`src/hdl/mbk_pkg.sv`:
```
`timescale 1ns / 1ps
// Shared types, constants and the character-to-Morse table of the beacon keyer.
// Depends on nothing; every other file of the keyer but mbk_ram uses it.
package mbk_pkg;

  localparam int unsigned MSG_DEPTH = 64;
  localparam int unsigned MSG_AW    = $clog2(MSG_DEPTH);
  localparam int unsigned TIME_W    = 16;
  localparam int unsigned LEN_W     = 7;
  localparam int unsigned CFG_IDX_W = 3;
  localparam int unsigned SYM_W     = 3;

  localparam logic [7:0] SPACE_CODE = 8'h20;

  localparam logic REQ_TICK  = 1'b0;
  localparam logic REQ_WRITE = 1'b1;

  typedef enum logic [CFG_IDX_W-1:0] {
    CFG_DOT_MS        = 3'd0,
    CFG_DASH_MS       = 3'd1,
    CFG_SYMBOL_GAP_MS = 3'd2,
    CFG_CHAR_GAP_MS   = 3'd3,
    CFG_WORD_GAP_MS   = 3'd4,
    CFG_MSG_LENGTH    = 3'd5
  } cfg_idx_e;

  // Symbols are left-justified in bits: the first symbol sits in bit 6, a one is a dash.
  typedef struct packed {
    logic             is_space;
    logic [SYM_W-1:0] len;
    logic [6:0]       bits;
  } morse_pat_t;

  typedef struct packed {
    logic              key_on;
    logic              band_change;
    logic [MSG_AW-1:0] position;
  } result_t;

  function automatic morse_pat_t morse_lookup(input logic [7:0] code);
    morse_pat_t p;
    p = '{is_space: 1'b1, len: 3'd1, bits: 7'b0000000};
    case (code)
      "A": p = '{1'b0, 3'd2, 7'b0100000};
      "B": p = '{1'b0, 3'd4, 7'b1000000};
      "C": p = '{1'b0, 3'd4, 7'b1010000};
      "D": p = '{1'b0, 3'd3, 7'b1000000};
      "E": p = '{1'b0, 3'd1, 7'b0000000};
      "F": p = '{1'b0, 3'd4, 7'b0010000};
      "G": p = '{1'b0, 3'd3, 7'b1100000};
      "H": p = '{1'b0, 3'd4, 7'b0000000};
      "I": p = '{1'b0, 3'd2, 7'b0000000};
      "J": p = '{1'b0, 3'd4, 7'b0111000};
      "K": p = '{1'b0, 3'd3, 7'b1010000};
      "L": p = '{1'b0, 3'd4, 7'b0100000};
      "M": p = '{1'b0, 3'd2, 7'b1100000};
      "N": p = '{1'b0, 3'd2, 7'b1000000};
      "O": p = '{1'b0, 3'd3, 7'b1110000};
      "P": p = '{1'b0, 3'd4, 7'b0110000};
      "Q": p = '{1'b0, 3'd4, 7'b1101000};
      "R": p = '{1'b0, 3'd3, 7'b0100000};
      "S": p = '{1'b0, 3'd3, 7'b0000000};
      "T": p = '{1'b0, 3'd1, 7'b1000000};
      "U": p = '{1'b0, 3'd3, 7'b0010000};
      "V": p = '{1'b0, 3'd4, 7'b0001000};
      "W": p = '{1'b0, 3'd3, 7'b0110000};
      "X": p = '{1'b0, 3'd4, 7'b1001000};
      "Y": p = '{1'b0, 3'd4, 7'b1011000};
      "Z": p = '{1'b0, 3'd4, 7'b1100000};
      "1": p = '{1'b0, 3'd5, 7'b0111100};
      "2": p = '{1'b0, 3'd5, 7'b0011100};
      "3": p = '{1'b0, 3'd5, 7'b0001100};
      "4": p = '{1'b0, 3'd5, 7'b0000100};
      "5": p = '{1'b0, 3'd5, 7'b0000000};
      "6": p = '{1'b0, 3'd5, 7'b1000000};
      "7": p = '{1'b0, 3'd5, 7'b1100000};
      "8": p = '{1'b0, 3'd5, 7'b1110000};
      "9": p = '{1'b0, 3'd5, 7'b1111000};
      "0": p = '{1'b0, 3'd5, 7'b1111100};
      "?": p = '{1'b0, 3'd6, 7'b0011000};
      ".": p = '{1'b0, 3'd6, 7'b0101010};
      ",": p = '{1'b0, 3'd6, 7'b1100110};
      "!": p = '{1'b0, 3'd6, 7'b1010110};
      "@": p = '{1'b0, 3'd6, 7'b0110100};
      ":": p = '{1'b0, 3'd6, 7'b1110000};
      "-": p = '{1'b0, 3'd6, 7'b1000010};
      "/": p = '{1'b0, 3'd5, 7'b1001000};
      "(": p = '{1'b0, 3'd5, 7'b1011000};
      ")": p = '{1'b0, 3'd6, 7'b1011010};
      "_": p = '{1'b0, 3'd5, 7'b0100000};
      "$": p = '{1'b0, 3'd7, 7'b0001001};
      ">": p = '{1'b0, 3'd6, 7'b0001010};
      "<": p = '{1'b0, 3'd5, 7'b0101000};
      "~": p = '{1'b0, 3'd5, 7'b0001000};
      default: p = '{1'b1, 3'd1, 7'b0000000};
    endcase
    return p;
  endfunction

endpackage

```
`src/hdl/mbk_if.sv`:
```
`timescale 1ns / 1ps
// Valid/ready channel interfaces of the beacon keyer: requests in, results out.
// Depends on mbk_pkg for widths.
interface mbk_req_if;
  logic                      valid;
  logic                      ready;
  logic                      req_type;
  logic [5:0]                char_addr;
  logic [7:0]                char_code;

  modport source (output valid, req_type, char_addr, char_code, input ready);
  modport sink   (input valid, req_type, char_addr, char_code, output ready);
endinterface

interface mbk_res_if;
  logic                      valid;
  logic                      ready;
  logic                      key_on;
  logic                      band_change;
  logic [mbk_pkg::MSG_AW-1:0] position;

  modport source (output valid, key_on, band_change, position, input ready);
  modport sink   (input valid, key_on, band_change, position, output ready);
endinterface

```
`src/hdl/morse_beacon_keyer.sv`:
```
`timescale 1ns / 1ps
// Top level of the repeating Morse beacon keyer: timing registers, keying sequencer
// and result skid buffer. Depends on mbk_pkg, mbk_if and mbk_ram.
//
//   Channel | Direction | Handshake     | Contents
//   req     | in        | valid / ready | req_type, char_addr, char_code
//   res     | out       | valid / ready | key_on, band_change, position
//   cfg     | in        | cfg_we_i      | cfg_idx_i, cfg_data_i
//
// One request can be accepted in every cycle while the skid register is empty.
// The message store RAM is read each cycle at the next character position, so the
// current character is ready when a tick arrives; a write to that same entry is forwarded.
// After reset the store reads as spaces through per-entry valid bits; no clearing pass.
// A stalled result moves into a skid register; req.ready drops only while it is full.
module morse_beacon_keyer (
  input  logic                          clk_i,
  input  logic                          rst_ni,
  input  logic                          cfg_we_i,
  input  logic [mbk_pkg::CFG_IDX_W-1:0] cfg_idx_i,
  input  logic [mbk_pkg::TIME_W-1:0]    cfg_data_i,
  mbk_req_if.sink                       req,
  mbk_res_if.source                     res
);
  import mbk_pkg::*;

  typedef enum logic {PH_FETCH, PH_KEY} phase_e;

  logic [TIME_W-1:0] dot_ms_q, dash_ms_q, sym_gap_q, char_gap_q, word_gap_q;
  logic [LEN_W-1:0]  msg_len_q;

  logic [MSG_AW-1:0] char_pos_q, char_pos_d;
  logic [SYM_W-1:0]  sym_pos_q, sym_pos_d;
  phase_e            phase_q, phase_d;
  logic [TIME_W-1:0] wait_q, wait_d, wait_dec;
  logic              key_q, key_d;
  logic              band;

  logic [MSG_DEPTH-1:0] valid_q;
  logic                 fwd_q, fwd_d;
  logic [7:0]           fwd_data_q;
  logic [7:0]           ram_rdata;
  logic [7:0]           cur_code;
  morse_pat_t           pat;

  logic                 req_acc, is_write;
  logic [LEN_W-1:0]     eff_len;
  logic [LEN_W-1:0]     pos_inc;
  logic [SYM_W:0]       sym_next;

  result_t              new_res, out_q, skid_q;
  logic                 out_valid_q, skid_valid_q;

  assign req.ready = !skid_valid_q;
  assign req_acc   = req.valid && req.ready;
  assign is_write  = (req.req_type == REQ_WRITE);

  assign fwd_d = req_acc && is_write && (req.char_addr == char_pos_d);

  mbk_ram #(
    .WIDTH(8),
    .DEPTH(MSG_DEPTH)
  ) u_store (
    .clk_i  (clk_i),
    .we_i   (req_acc && is_write),
    .waddr_i(MSG_AW'(req.char_addr)),
    .wdata_i(req.char_code),
    .raddr_i(char_pos_d),
    .rdata_o(ram_rdata)
  );

  assign cur_code = fwd_q ? fwd_data_q : (valid_q[char_pos_q] ? ram_rdata : SPACE_CODE);
  assign pat      = morse_lookup(cur_code);

  always_comb begin
    eff_len = msg_len_q;
    if (msg_len_q == '0) begin
      eff_len = LEN_W'(1);
    end else if (msg_len_q > LEN_W'(MSG_DEPTH)) begin
      eff_len = LEN_W'(MSG_DEPTH);
    end
  end

  assign pos_inc  = LEN_W'(char_pos_q) + LEN_W'(1);
  assign sym_next = {1'b0, sym_pos_q} + (SYM_W+1)'(1);
  assign wait_dec = (wait_q != '0) ? wait_q - TIME_W'(1) : wait_q;

  always_comb begin
    char_pos_d = char_pos_q;
    sym_pos_d  = sym_pos_q;
    phase_d    = phase_q;
    wait_d     = wait_q;
    key_d      = key_q;
    band       = 1'b0;
    if (req_acc && !is_write) begin
      wait_d = wait_dec;
      if (wait_dec == '0) begin
        if (phase_q == PH_KEY) begin
          if (sym_next >= {1'b0, pat.len}) begin
            sym_pos_d = '0;
            if (pos_inc >= eff_len) begin
              char_pos_d = '0;
              wait_d     = word_gap_q;
              band       = 1'b1;
            end else begin
              char_pos_d = MSG_AW'(pos_inc);
              wait_d     = char_gap_q;
            end
          end else begin
            sym_pos_d = sym_next[SYM_W-1:0];
            wait_d    = sym_gap_q;
          end
          phase_d = PH_FETCH;
          key_d   = 1'b0;
        end else begin
          key_d = 1'b0;
          if (sym_pos_q < pat.len) begin
            if (pat.is_space) begin
              wait_d = word_gap_q;
            end else if (pat.bits[3'd6 - sym_pos_q]) begin
              wait_d = dash_ms_q;
              key_d  = 1'b1;
            end else begin
              wait_d = dot_ms_q;
              key_d  = 1'b1;
            end
          end
          phase_d = PH_KEY;
        end
      end
    end
  end

  assign new_res = '{key_on: key_d, band_change: band, position: char_pos_d};

  always_ff @(posedge clk_i or negedge rst_ni) begin
    if (!rst_ni) begin
      dot_ms_q   <= TIME_W'(60);
      dash_ms_q  <= TIME_W'(180);
      sym_gap_q  <= TIME_W'(60);
      char_gap_q <= TIME_W'(180);
      word_gap_q <= TIME_W'(420);
      msg_len_q  <= LEN_W'(1);
    end else if (cfg_we_i) begin
      unique case (cfg_idx_i)
        CFG_DOT_MS:        dot_ms_q   <= cfg_data_i;
        CFG_DASH_MS:       dash_ms_q  <= cfg_data_i;
        CFG_SYMBOL_GAP_MS: sym_gap_q  <= cfg_data_i;
        CFG_CHAR_GAP_MS:   char_gap_q <= cfg_data_i;
        CFG_WORD_GAP_MS:   word_gap_q <= cfg_data_i;
        CFG_MSG_LENGTH:    msg_len_q  <= cfg_data_i[LEN_W-1:0];
        default: ;
      endcase
    end
  end

  always_ff @(posedge clk_i or negedge rst_ni) begin
    if (!rst_ni) begin
      char_pos_q <= '0;
      sym_pos_q  <= '0;
      phase_q    <= PH_FETCH;
      wait_q     <= '0;
      key_q      <= 1'b0;
      valid_q    <= '0;
      fwd_q      <= 1'b0;
    end else begin
      char_pos_q <= char_pos_d;
      sym_pos_q  <= sym_pos_d;
      phase_q    <= phase_d;
      wait_q     <= wait_d;
      key_q      <= key_d;
      fwd_q      <= fwd_d;
      if (req_acc && is_write) begin
        valid_q[MSG_AW'(req.char_addr)] <= 1'b1;
      end
    end
  end

  always_ff @(posedge clk_i) begin
    fwd_data_q <= req.char_code;
  end

  always_ff @(posedge clk_i or negedge rst_ni) begin
    if (!rst_ni) begin
      out_valid_q  <= 1'b0;
      skid_valid_q <= 1'b0;
    end else if (res.ready || !out_valid_q) begin
      if (skid_valid_q) begin
        out_valid_q  <= 1'b1;
        skid_valid_q <= 1'b0;
      end else begin
        out_valid_q <= req_acc;
      end
    end else if (req_acc) begin
      skid_valid_q <= 1'b1;
    end
  end

  always_ff @(posedge clk_i) begin
    if (res.ready || !out_valid_q) begin
      out_q <= skid_valid_q ? skid_q : new_res;
    end else if (req_acc) begin
      skid_q <= new_res;
    end
  end

  assign res.valid       = out_valid_q;
  assign res.key_on      = out_q.key_on;
  assign res.band_change = out_q.band_change;
  assign res.position    = out_q.position;

endmodule

```
`src/hdl/mbk_ram.sv`:
```
`timescale 1ns / 1ps
// Generic single-write, single-read RAM with a registered read port.
// Stand-alone; sized by its parameters.
module mbk_ram #(
  parameter int unsigned WIDTH = 8,
  parameter int unsigned DEPTH = 64
) (
  input  logic                     clk_i,
  input  logic                     we_i,
  input  logic [$clog2(DEPTH)-1:0] waddr_i,
  input  logic [WIDTH-1:0]         wdata_i,
  input  logic [$clog2(DEPTH)-1:0] raddr_i,
  output logic [WIDTH-1:0]         rdata_o
);

  logic [WIDTH-1:0] mem_q [DEPTH];
  logic [WIDTH-1:0] rdata_q;

  always_ff @(posedge clk_i) begin
    if (we_i) begin
      mem_q[waddr_i] <= wdata_i;
    end
    rdata_q <= mem_q[raddr_i];
  end

  assign rdata_o = rdata_q;

endmodule

```
`src/flat_wrapper.sv`:
```
// flat-port wrapper written by rule: the top's interface ports become plain ports
module morse_beacon_keyer_flat import mbk_pkg::*;
  (clk_i, rst_ni, cfg_we_i, cfg_idx_i, cfg_data_i, req_valid, req_req_type, req_char_addr, req_char_code, req_ready, res_valid, res_key_on, res_band_change, res_position, res_ready);
  mbk_req_if req_i ();
  mbk_res_if res_i ();
  input  logic clk_i;
  input  logic rst_ni;
  input  logic cfg_we_i;
  input  logic [mbk_pkg::CFG_IDX_W-1:0] cfg_idx_i;
  input  logic [mbk_pkg::TIME_W-1:0] cfg_data_i;
  input wire logic [$bits(req_i.valid)-1:0] req_valid;
  input wire logic [$bits(req_i.req_type)-1:0] req_req_type;
  input wire logic [$bits(req_i.char_addr)-1:0] req_char_addr;
  input wire logic [$bits(req_i.char_code)-1:0] req_char_code;
  output wire logic [$bits(req_i.ready)-1:0] req_ready;
  output wire logic [$bits(res_i.valid)-1:0] res_valid;
  output wire logic [$bits(res_i.key_on)-1:0] res_key_on;
  output wire logic [$bits(res_i.band_change)-1:0] res_band_change;
  output wire logic [$bits(res_i.position)-1:0] res_position;
  input wire logic [$bits(res_i.ready)-1:0] res_ready;
  assign req_i.valid = req_valid;
  assign req_i.req_type = req_req_type;
  assign req_i.char_addr = req_char_addr;
  assign req_i.char_code = req_char_code;
  assign req_ready = req_i.ready;
  assign res_valid = res_i.valid;
  assign res_key_on = res_i.key_on;
  assign res_band_change = res_i.band_change;
  assign res_position = res_i.position;
  assign res_i.ready = res_ready;
  morse_beacon_keyer u_core (.clk_i(clk_i), .rst_ni(rst_ni), .cfg_we_i(cfg_we_i), .cfg_idx_i(cfg_idx_i), .cfg_data_i(cfg_data_i), .req(req_i), .res(res_i));
endmodule
```
`config.mk`:
```
export PLATFORM = sky130hd
export DESIGN_NAME = morse_beacon_keyer_flat
export DESIGN_NICKNAME = d
export VERILOG_FILES = /design/src/hdl/mbk_pkg.sv /design/src/hdl/mbk_if.sv /design/src/hdl/morse_beacon_keyer.sv /design/src/hdl/mbk_ram.sv /design/src/flat_wrapper.sv
export SDC_FILE = /design/constraint.sdc
export NUM_CORES = 1
export LEC_CHECK = 0
export BUFFER_PORTS_ARGS = -buffer_cell sky130_fd_sc_hd__buf_4
export CAP_MARGIN = 20
export CORE_ASPECT_RATIO = 0.8
export CORE_UTILIZATION = 40
export CTS_CLUSTER_DIAMETER = 40
export DETAILED_ROUTE_END_ITERATION = 7
export PLACE_DENSITY_LB_ADDON = 0.2
export SKIP_CTS_REPAIR_TIMING = 1
export SLEW_MARGIN = 15
export SYNTH_ARGS = -nofsm -noshare
export SYNTH_HDL_FRONTEND = slang
export SYNTH_SLANG_ARGS = --single-unit
```
`constraint.sdc`:
```
create_clock -name clk_i -period 9.5 [get_ports clk_i]
set_clock_uncertainty 0.05 [all_clocks]
set_input_delay 0.475 -clock clk_i [delete_from_list [all_inputs] [get_ports clk_i]]
set_output_delay 0.475 -clock clk_i [all_outputs]
set_load 0.05 [all_outputs]
```
After elaboration in Yosys (flattened, before gate mapping)
Memory sizes are Yosys's and may differ from the RTL's. A register that Yosys moved wholly into a read port is not among the register bits.
Cells that the tools add are included.
{ "word_totals": {"reg_bits": 205, "mem_bits_rw": 512, "rom_bits": 1408, "out_inout_bits": 10, "elab_cells": 109, "n_memories": 2} }
{ "classes": {"n_addsub": 4, "order_cmp": 8, "eq_ne": 6, "n_mux": 42, "bitwise_logic": 2, "reduce_logical": 23} }
{ "mem_list": {"columns": ["name", "words", "width", "read_ports", "rd_ports_with_merged_regs", "write_ports", "line_no", "rtl"], "rows": [
  ["(name not given)", 128, 11, 1, 0, 0, "mbk_pkg.sv:43", "case (code)"],
  ["u_core.u_store.mem_q", 64, 8, 1, 1, 1, "mbk_ram.sv:16", "logic [WIDTH-1:0] mem_q [DEPTH];"]
]} }
{ "op_table": {"columns": ["cell", "n"], "rows": [
  ["2-to-1 mux 16 bit", 8],
  ["bitwise OR 64 bit", 1],
  ["2-to-1 mux 6 bit", 5],
  ["2-to-1 mux 8 bit", 3],
  ["2-to-1 mux 1 bit", 19],
  ["zero test 16 bit", 1],
  ["AND reduction 2 bit", 8],
  ["nonzero test 16 bit", 1],
  ["subtractor 16 x 1 -> 16 bit, second input constant", 1],
  ["less-than comparator 6 x 7 -> 1 bit, second input constant", 2],
  ["2-to-1 mux 7 bit", 2],
  ["2-to-1 mux 11 bit", 1],
  ["adder 6 x 1 -> 7 bit, second input constant", 1],
  ["greater-or-equal comparator 7 bit", 1],
  ["> comparator 7 bit, second input constant", 1],
  ["zero test 7 bit", 1],
  ["binary-select mux 1 bit (select 6 bit)", 1],
  ["demux 1 bit (select 6 bit)", 1],
  ["equality test 3 x 2 -> 1 bit, second input constant", 2],
  ["equality test 3 bit, second input constant", 2],
  ["equality test 6 bit", 1],
  ["greater-or-equal comparator 6 x 1 -> 1 bit, second input constant", 1],
  ["logical AND 1 bit", 5],
  ["adder 3 x 1 -> 4 bit, second input constant", 1],
  ["13 further kinds", 15]
]} }

Logic depth before layout (Yosys ltp)
An unclocked memory read counts as a cell.
{ "depth": {"ltp_word": 13, "depth_mapped": 36, "mapped_depth_nobuf": 28} }

By module
A second synthesis with hierarchy kept.
{ "unflattened": {"cells_unflattened": 2044, "hier_area_um2": 31779.2} }
{ "by_module_without_submodules": {"columns": ["mod", "n_inst", "cells_per_inst", "area_each_um2"], "rows": [
  ["mbk_ram", 1, 940, 20166.8],
  ["morse_beacon_keyer", 1, 1104, 11612.4]
]} }

Worst setup path after synthesis
No wires, ideal clock.
{ "synth_timing": {"path_type": "register -> register", "startpoint": "register u_core.char_pos_q[0]", "endpoint": "register u_core.u_store.rdata_q[0] (netlist: u_core.u_store.rdata_o[0]), read port of u_core.u_store.mem_q", "setup_time_ns": 0.131, "arrival_ns": 6.411, "required_ns": 9.319, "slack_ns": 2.908, "path_stages_with_launch": 32, "path_buffers": 5, "period_less_slack_ns": 6.592, "path_cell_list": "dfrtp_1 buf_4 buf_6 mux2i_1 a22oi_1 a21oi_1 a2111o_1 and2_1 buf_4 buf_4 o21ai_0 ha_1 inv_1 ha_1 mux2i_1 o21ai_0 o32ai_1 nand2_1 ha_1 a21boi_0 o21ai_0 nand2b_1 a31oi_1 nor3_1 o211ai_1 clkbuf_1 o211a_1 o31ai_1 o21ai_0 a2111oi_0 o2bb2ai_1 a211oi_2"} }
{ "synth_between": {"elab_chain_len": 11, "word_cells_on_any_way": 14, "cone_classes": "add/sub (1); order compare (2); mux (10); memory (1)"} }
{ "synth_lines": {"columns": ["element", "line_no", "rtl"], "rows": [
  ["start, declared", "morse_beacon_keyer.sv:31", "logic [MSG_AW-1:0] char_pos_q, char_pos_d;"],
  ["start signal, assigned", "morse_beacon_keyer.sv:166", "char_pos_q <= char_pos_d;"],
  ["binary-select mux 1 bit (select 6 bit)", "morse_beacon_keyer.sv:71", "assign cur_code = fwd_q ? fwd_data_q : (valid_q[char_pos_q] ? ram_rdata : SPACE_CODE);"],
  ["2-to-1 mux 1 bit (not written as such)", "morse_beacon_keyer.sv:71", null],
  ["2-to-1 mux 8 bit (2 in a row)", "morse_beacon_keyer.sv:71", null],
  ["memory read (128 x 11 bit)", null, null],
  ["2-to-1 mux 11 bit", "mbk_pkg.sv:43", null],
  ["greater-or-equal comparator 4 x 3 -> 1 bit", "morse_beacon_keyer.sv:98", "if (sym_next >= {1'b0, pat.len}) begin"],
  ["2-to-1 mux 6 bit", "morse_beacon_keyer.sv:98", null],
  ["2-to-1 mux 6 bit", "morse_beacon_keyer.sv:97", "if (phase_q == PH_KEY) begin"],
  ["2-to-1 mux 6 bit", "morse_beacon_keyer.sv:96", "if (wait_dec == '0) begin"],
  ["2-to-1 mux 6 bit *", "morse_beacon_keyer.sv:94", "if (req_acc && !is_write) begin"],
  ["end, declared", "mbk_ram.sv:17", "logic [WIDTH-1:0] rdata_q;"]
]} }
Mark *: on every way between the ends. The rest lies on a longest branch, timed or not. The select of a mux whose other input is x is not followed.
A chain may end at the register's enable or synchronous reset.

Worst setup path after layout
{ "layout_timing": {"startpoint": "register u_core.char_pos_q[0]", "endpoint": "register u_core.u_store.rdata_q[1] (netlist: u_core.u_store.rdata_o[1]), read port of u_core.u_store.mem_q"} }
Same word-level chain as after synthesis.

==> PnR_summary.wiki <==
{| class="wikitable"
! Metric !! Value
|-
| Status || finished, violations left
|-
| Violations in the final reports || design-rule violations
|-
| Gate Count Post-Synth || 2820
|-
| Beginning of the critical path || u_core.char_pos_q[0]$_DFF_PN0_
|-
| Count of unresolved DRC violations after routing || 8
|-
| Maximum buffer depth of the clock tree || 3
|-
| WL final || ~110 mm
|-
| Portion of the clock cycle consumed by the worst path in the final layout || between 90 and 100%
|-
| Iteration-0 DRC count of the detailed router || 2548
|-
| Clock Pin Slew Worst Setup and Hold Paths || 0.05 ns
|-
| Cell count after placement || ~3900
|-
| H-tree depth || 3
|-
| Biggest area contributors in the synthesized netlist || sky130_fd_sc_hd__edfxtp_1 (46%), sky130_fd_sc_hd__dfrtp_1 (12%), sky130_fd_sc_hd__mux2_2 (4.5%)
|-
| Count of max-cap constraint violations || 0
|-
| Core box area || approximately 84000 sq um
|-
| Count of final max-slew check failures || 0
|-
| Shortest period the worst path allows || ~8.8 ns
|-
| Main synth FF type || sky130_fd_sc_hd__edfxtp_1
|-
| Yosys warns || 0
|-
| Insertion delay to the later sink of the worst-skew pair || a little under 0.7 ns
|-
| Post-route insts no fill || 4055
|-
| Arrival time of data at the critical path endpoint || between 9 and 10 ns
|-
| Pin count of the biggest net entering global routing || roughly 110
|-
| Number of buffers added by the clock tree synthesis step || 99
|-
| Area of the mapped netlist || 34100 sq um
|-
| Worst EP required || ~10 ns
|-
| Rel. slew slack || ~20%
|-
| Total number of vias || approximately 25000
|-
| Die X || about 330 um
|-
| Critical R2R Launch || u_core.char_pos_q[0]$_DFF_PN0_
|-
| Final nets || around 3000
|-
| Height of the chip || 263 um
|-
| Overall fraction of global-route tracks in use || between 20 and 25%
|-
| R2r endpoint || u_core.u_store.rdata_o[1]$_DFF_P_
|-
| Number of antenna violations at the first check in global routing || 1
|-
| Cell types with the highest counts after synthesis || sky130_fd_sc_hd__edfxtp_1 (528), sky130_fd_sc_hd__nand2_1 (402), sky130_fd_sc_hd__dfrtp_1 (160)
|-
| Register bit count reported by yosys || around 730
|-
| Proportion of synthesized chip area in sequential cells || between 60% and 70%
|-
| LEAKAGE || 0.0146 uW
|-
| EDFF count, synth || roughly 530
|-
| Worst IR drop on VDD || about 0.00014 V
|-
| Setup Crit Path Kind || reg2reg
|-
| Number of sinks driven by the clock tree || 725
|-
| Worst-path cell with the longest stage delay || sky130_fd_sc_hd__dfrtp_4
|-
| CTS tree || built
|-
| Top cell type by total area after synthesis || sky130_fd_sc_hd__edfxtp_1
|-
| Leading cell type by number of instances after synthesis || sky130_fd_sc_hd__edfxtp_1
|-
| Startpoint types || register
|-
| Count of antenna-violating nets left after detailed routing || 0
|-
| Max Freq || 0.113 GHz
|-
| Detailed Routing Iterations Pass 1 || 8
|-
| Setup TNS || 0 ns
|-
| Capture point of the worst path || u_core.u_store.rdata_o[1]$_DFF_P_
|-
| Total count of hold-check failures in the final report || 0
|-
| Area share of the largest cell type after synthesis || roughly 46%
|-
| Largest incremental delay on the critical path || approximately 0.89 ns
|-
| Mean Syn Cell Area || 12.1 sq um
|-
| Clock root cell || sky130_fd_sc_hd__clkbuf_16
|-
| CP Max Fanout || 60
|-
| Setup slack, reg-to-reg || 0.65 ns
|-
| Number of distinct standard cells referenced by the synthesized netlist || 101
|-
| HP Start || cfg_data_i[9]
|-
| Weighted congestion at the end of routability-driven global placement || 0.951
|-
| Async set-or-reset flop fraction in the synthesized netlist || between 20% and 30%
|-
| Path type of the worst min-delay path || in2reg
|-
| Pwr per Cell Area || 209 nW/um^2
|-
| Starting density of the core || about two fifths
|-
| Total of buffers placed on input and output ports || 48
|-
| RSZ-0062 raised after global routing || no
|-
| Full die area || just under 90000 sq um
|-
| Number of core rows || 95
|-
| Depth of the worst register-to-register path || 29
|-
| Average wire per standard cell || between 20 and 30 um
|-
| Global-route wire length before repair || 158 mm
|-
| Global route total overflow || 0
|-
| Critical path capture point type || register
|-
| Post-DP HPWL || slightly below 70 mm
|-
| Share of layout cells above drive strength 1 || 20.0%
|-
| Area after detailed placement || 35700 sq um
|-
| Vias per Instance || 6.11
|-
| Area of all placed cells without fillers || ~39000 sq um
|-
| Top-level port count || 49
|-
| Slew at the pin closest to its max-slew limit || roughly 1.2 ns
|-
| Area growth, synth to finish || 15.3%
|-
| Number of global-route vias before repair || roughly 24000
|-
| Endpoints failing setup || 0
|-
| Total nets after synthesis || a little under 3000
|}
-- critical path: cells and delay by family, from the launching register on --
kind / cells / cell delay (ns)
flops: 1 / 0.89
buf+inv: 4 / 0.91
simple gates: 7 / 1.55
mux: 3 / 1.00
compound gates: 12 / 3.33
fa+ha+maj: 3 / 0.85
-- through the flow --
stage | total power [uW] | utilization [%] | setup slack, ns | hold slack (ns)
CTS | 8270 | 46.6 | 0.850 | -0.139
floorplan | 4110 | - | 2.91 | 0.129
global route | 8490 | 46.7 | 0.204 | 0.0143
detailed placement | 4370 | 42.4 | 0.861 | 0.401
finish | 8240 | 46.7 | 0.655 | 0.0197
global placement | 4350 | 42.3 | 0.907 | 0.401
-- final cells by class --
class | count | area, sq um
Timing Repair Buffer | 135 | 1190
Inverter | 36 | 140
Fill cell | 7503 | 44800
Sequential cell | 725 | 20700
Tap cell | 1115 | 1400
Antenna cell | 1 | 2.50
Clock inverter | 71 | 915
Clock buffer | 115 | 2610
Multi-Input combinational cell | 1857 | 12400
-- report_power, final --
| group | switching [uW] | total, uW | internal (uW) |
|---|---|---|---|
| Sequential | 120 | 3680 | 3560 |
| Combinational | 397 | 645 | 249 |
| Clock | 1520 | 3910 | 2390 |
-- worst min-delay path by stage --
stage	to	depth (start not counted)
after floorplan	u_core.char_gap_q[0]$_DFFE_PN0P_	0
after global placement	u_core.valid_q[49]$_DFFE_PN0P_	1
after detailed placement	u_core.valid_q[53]$_DFFE_PN0P_	1
after CTS	u_core.sym_gap_q[12]$_DFFE_PN0P_	1
after global routing	u_core.word_gap_q[11]$_DFFE_PN0P_	2
final	u_core.dot_ms_q[9]$_DFFE_PN0P_	3
-- cell usage in the layout (no fill, tap or decap), types with 15 or more instances in the layout --
| cell | instances |
|---|---|
| sky130_fd_sc_hd__a21oi_1 | 97 |
| sky130_fd_sc_hd__nor3_1 | 20 |
| sky130_fd_sc_hd__o211a_1 | 15 |
| sky130_fd_sc_hd__a211oi_1 | 93 |
| sky130_fd_sc_hd__dfrtp_1 | 159 |
| sky130_fd_sc_hd__a221oi_1 | 15 |
| sky130_fd_sc_hd__ha_1 | 30 |
| sky130_fd_sc_hd__o21ai_0 | 100 |
| sky130_fd_sc_hd__nand4_1 | 54 |
| sky130_fd_sc_hd__nand3_1 | 67 |
| sky130_fd_sc_hd__clkbuf_16 | 100 |
| sky130_fd_sc_hd__or2_2 | 67 |
| sky130_fd_sc_hd__o221ai_1 | 16 |
| sky130_fd_sc_hd__dfstp_2 | 21 |
| sky130_fd_sc_hd__mux2_2 | 137 |
| sky130_fd_sc_hd__nor2_1 | 112 |
| sky130_fd_sc_hd__and3_1 | 78 |
| sky130_fd_sc_hd__mux2i_1 | 77 |
| sky130_fd_sc_hd__inv_1 | 31 |
| sky130_fd_sc_hd__edfxtp_1 | 528 |
| sky130_fd_sc_hd__nand2_1 | 401 |
| sky130_fd_sc_hd__o211ai_1 | 65 |
| sky130_fd_sc_hd__a21o_1 | 26 |
| sky130_fd_sc_hd__a311oi_1 | 50 |
| sky130_fd_sc_hd__nor4_1 | 27 |
| sky130_fd_sc_hd__buf_4 | 120 |
| sky130_fd_sc_hd__dfxtp_1 | 16 |
| sky130_fd_sc_hd__a31oi_1 | 42 |
-- state kept, by name, indices dropped and copies added (netlist names), 3 cells and up --
register,flops
u_core.char_gap_q,16
u_core.char_pos_q,6
u_core.dash_ms_q,16
u_core.dot_ms_q,16
u_core.fwd_data_q,8
u_core.msg_len_q,7
u_core.res.position,6
u_core.skid_q,8
u_core.sym_gap_q,16
u_core.sym_pos_q,3
u_core.u_store.mem_q,512
u_core.u_store.rdata_o,8
u_core.valid_q,64
u_core.wait_q,16
u_core.word_gap_q,16
-- metal layers --
layer | vias up | track usage, % | share of wire [%]
met5 | - | 0 | 0
met4 | 0 | 6.59 | 2.3
met3 | 181 | 6.70 | 9.9
met2 | 1197 | 35.3 | 43
met1 | 12500 | 35.9 | 45
li1 | 10900 | - | -
-- cell families after synthesis --
group | after synthesis | synth area share (%)
AND/OR/NAND/NOR | 910 | 13.0
flip-flops | 725 | 60.8
AO/OA/AOI/OAI | 677 | 14.3
buffers and inverters | 238 | 3.17
multiplexers | 219 | 7.05
adder cells (fa/ha/maj) | 30 | 1.10
XOR/XNOR | 21 | 0.539
No activity file was read; power rests on OpenSTA's default activity.
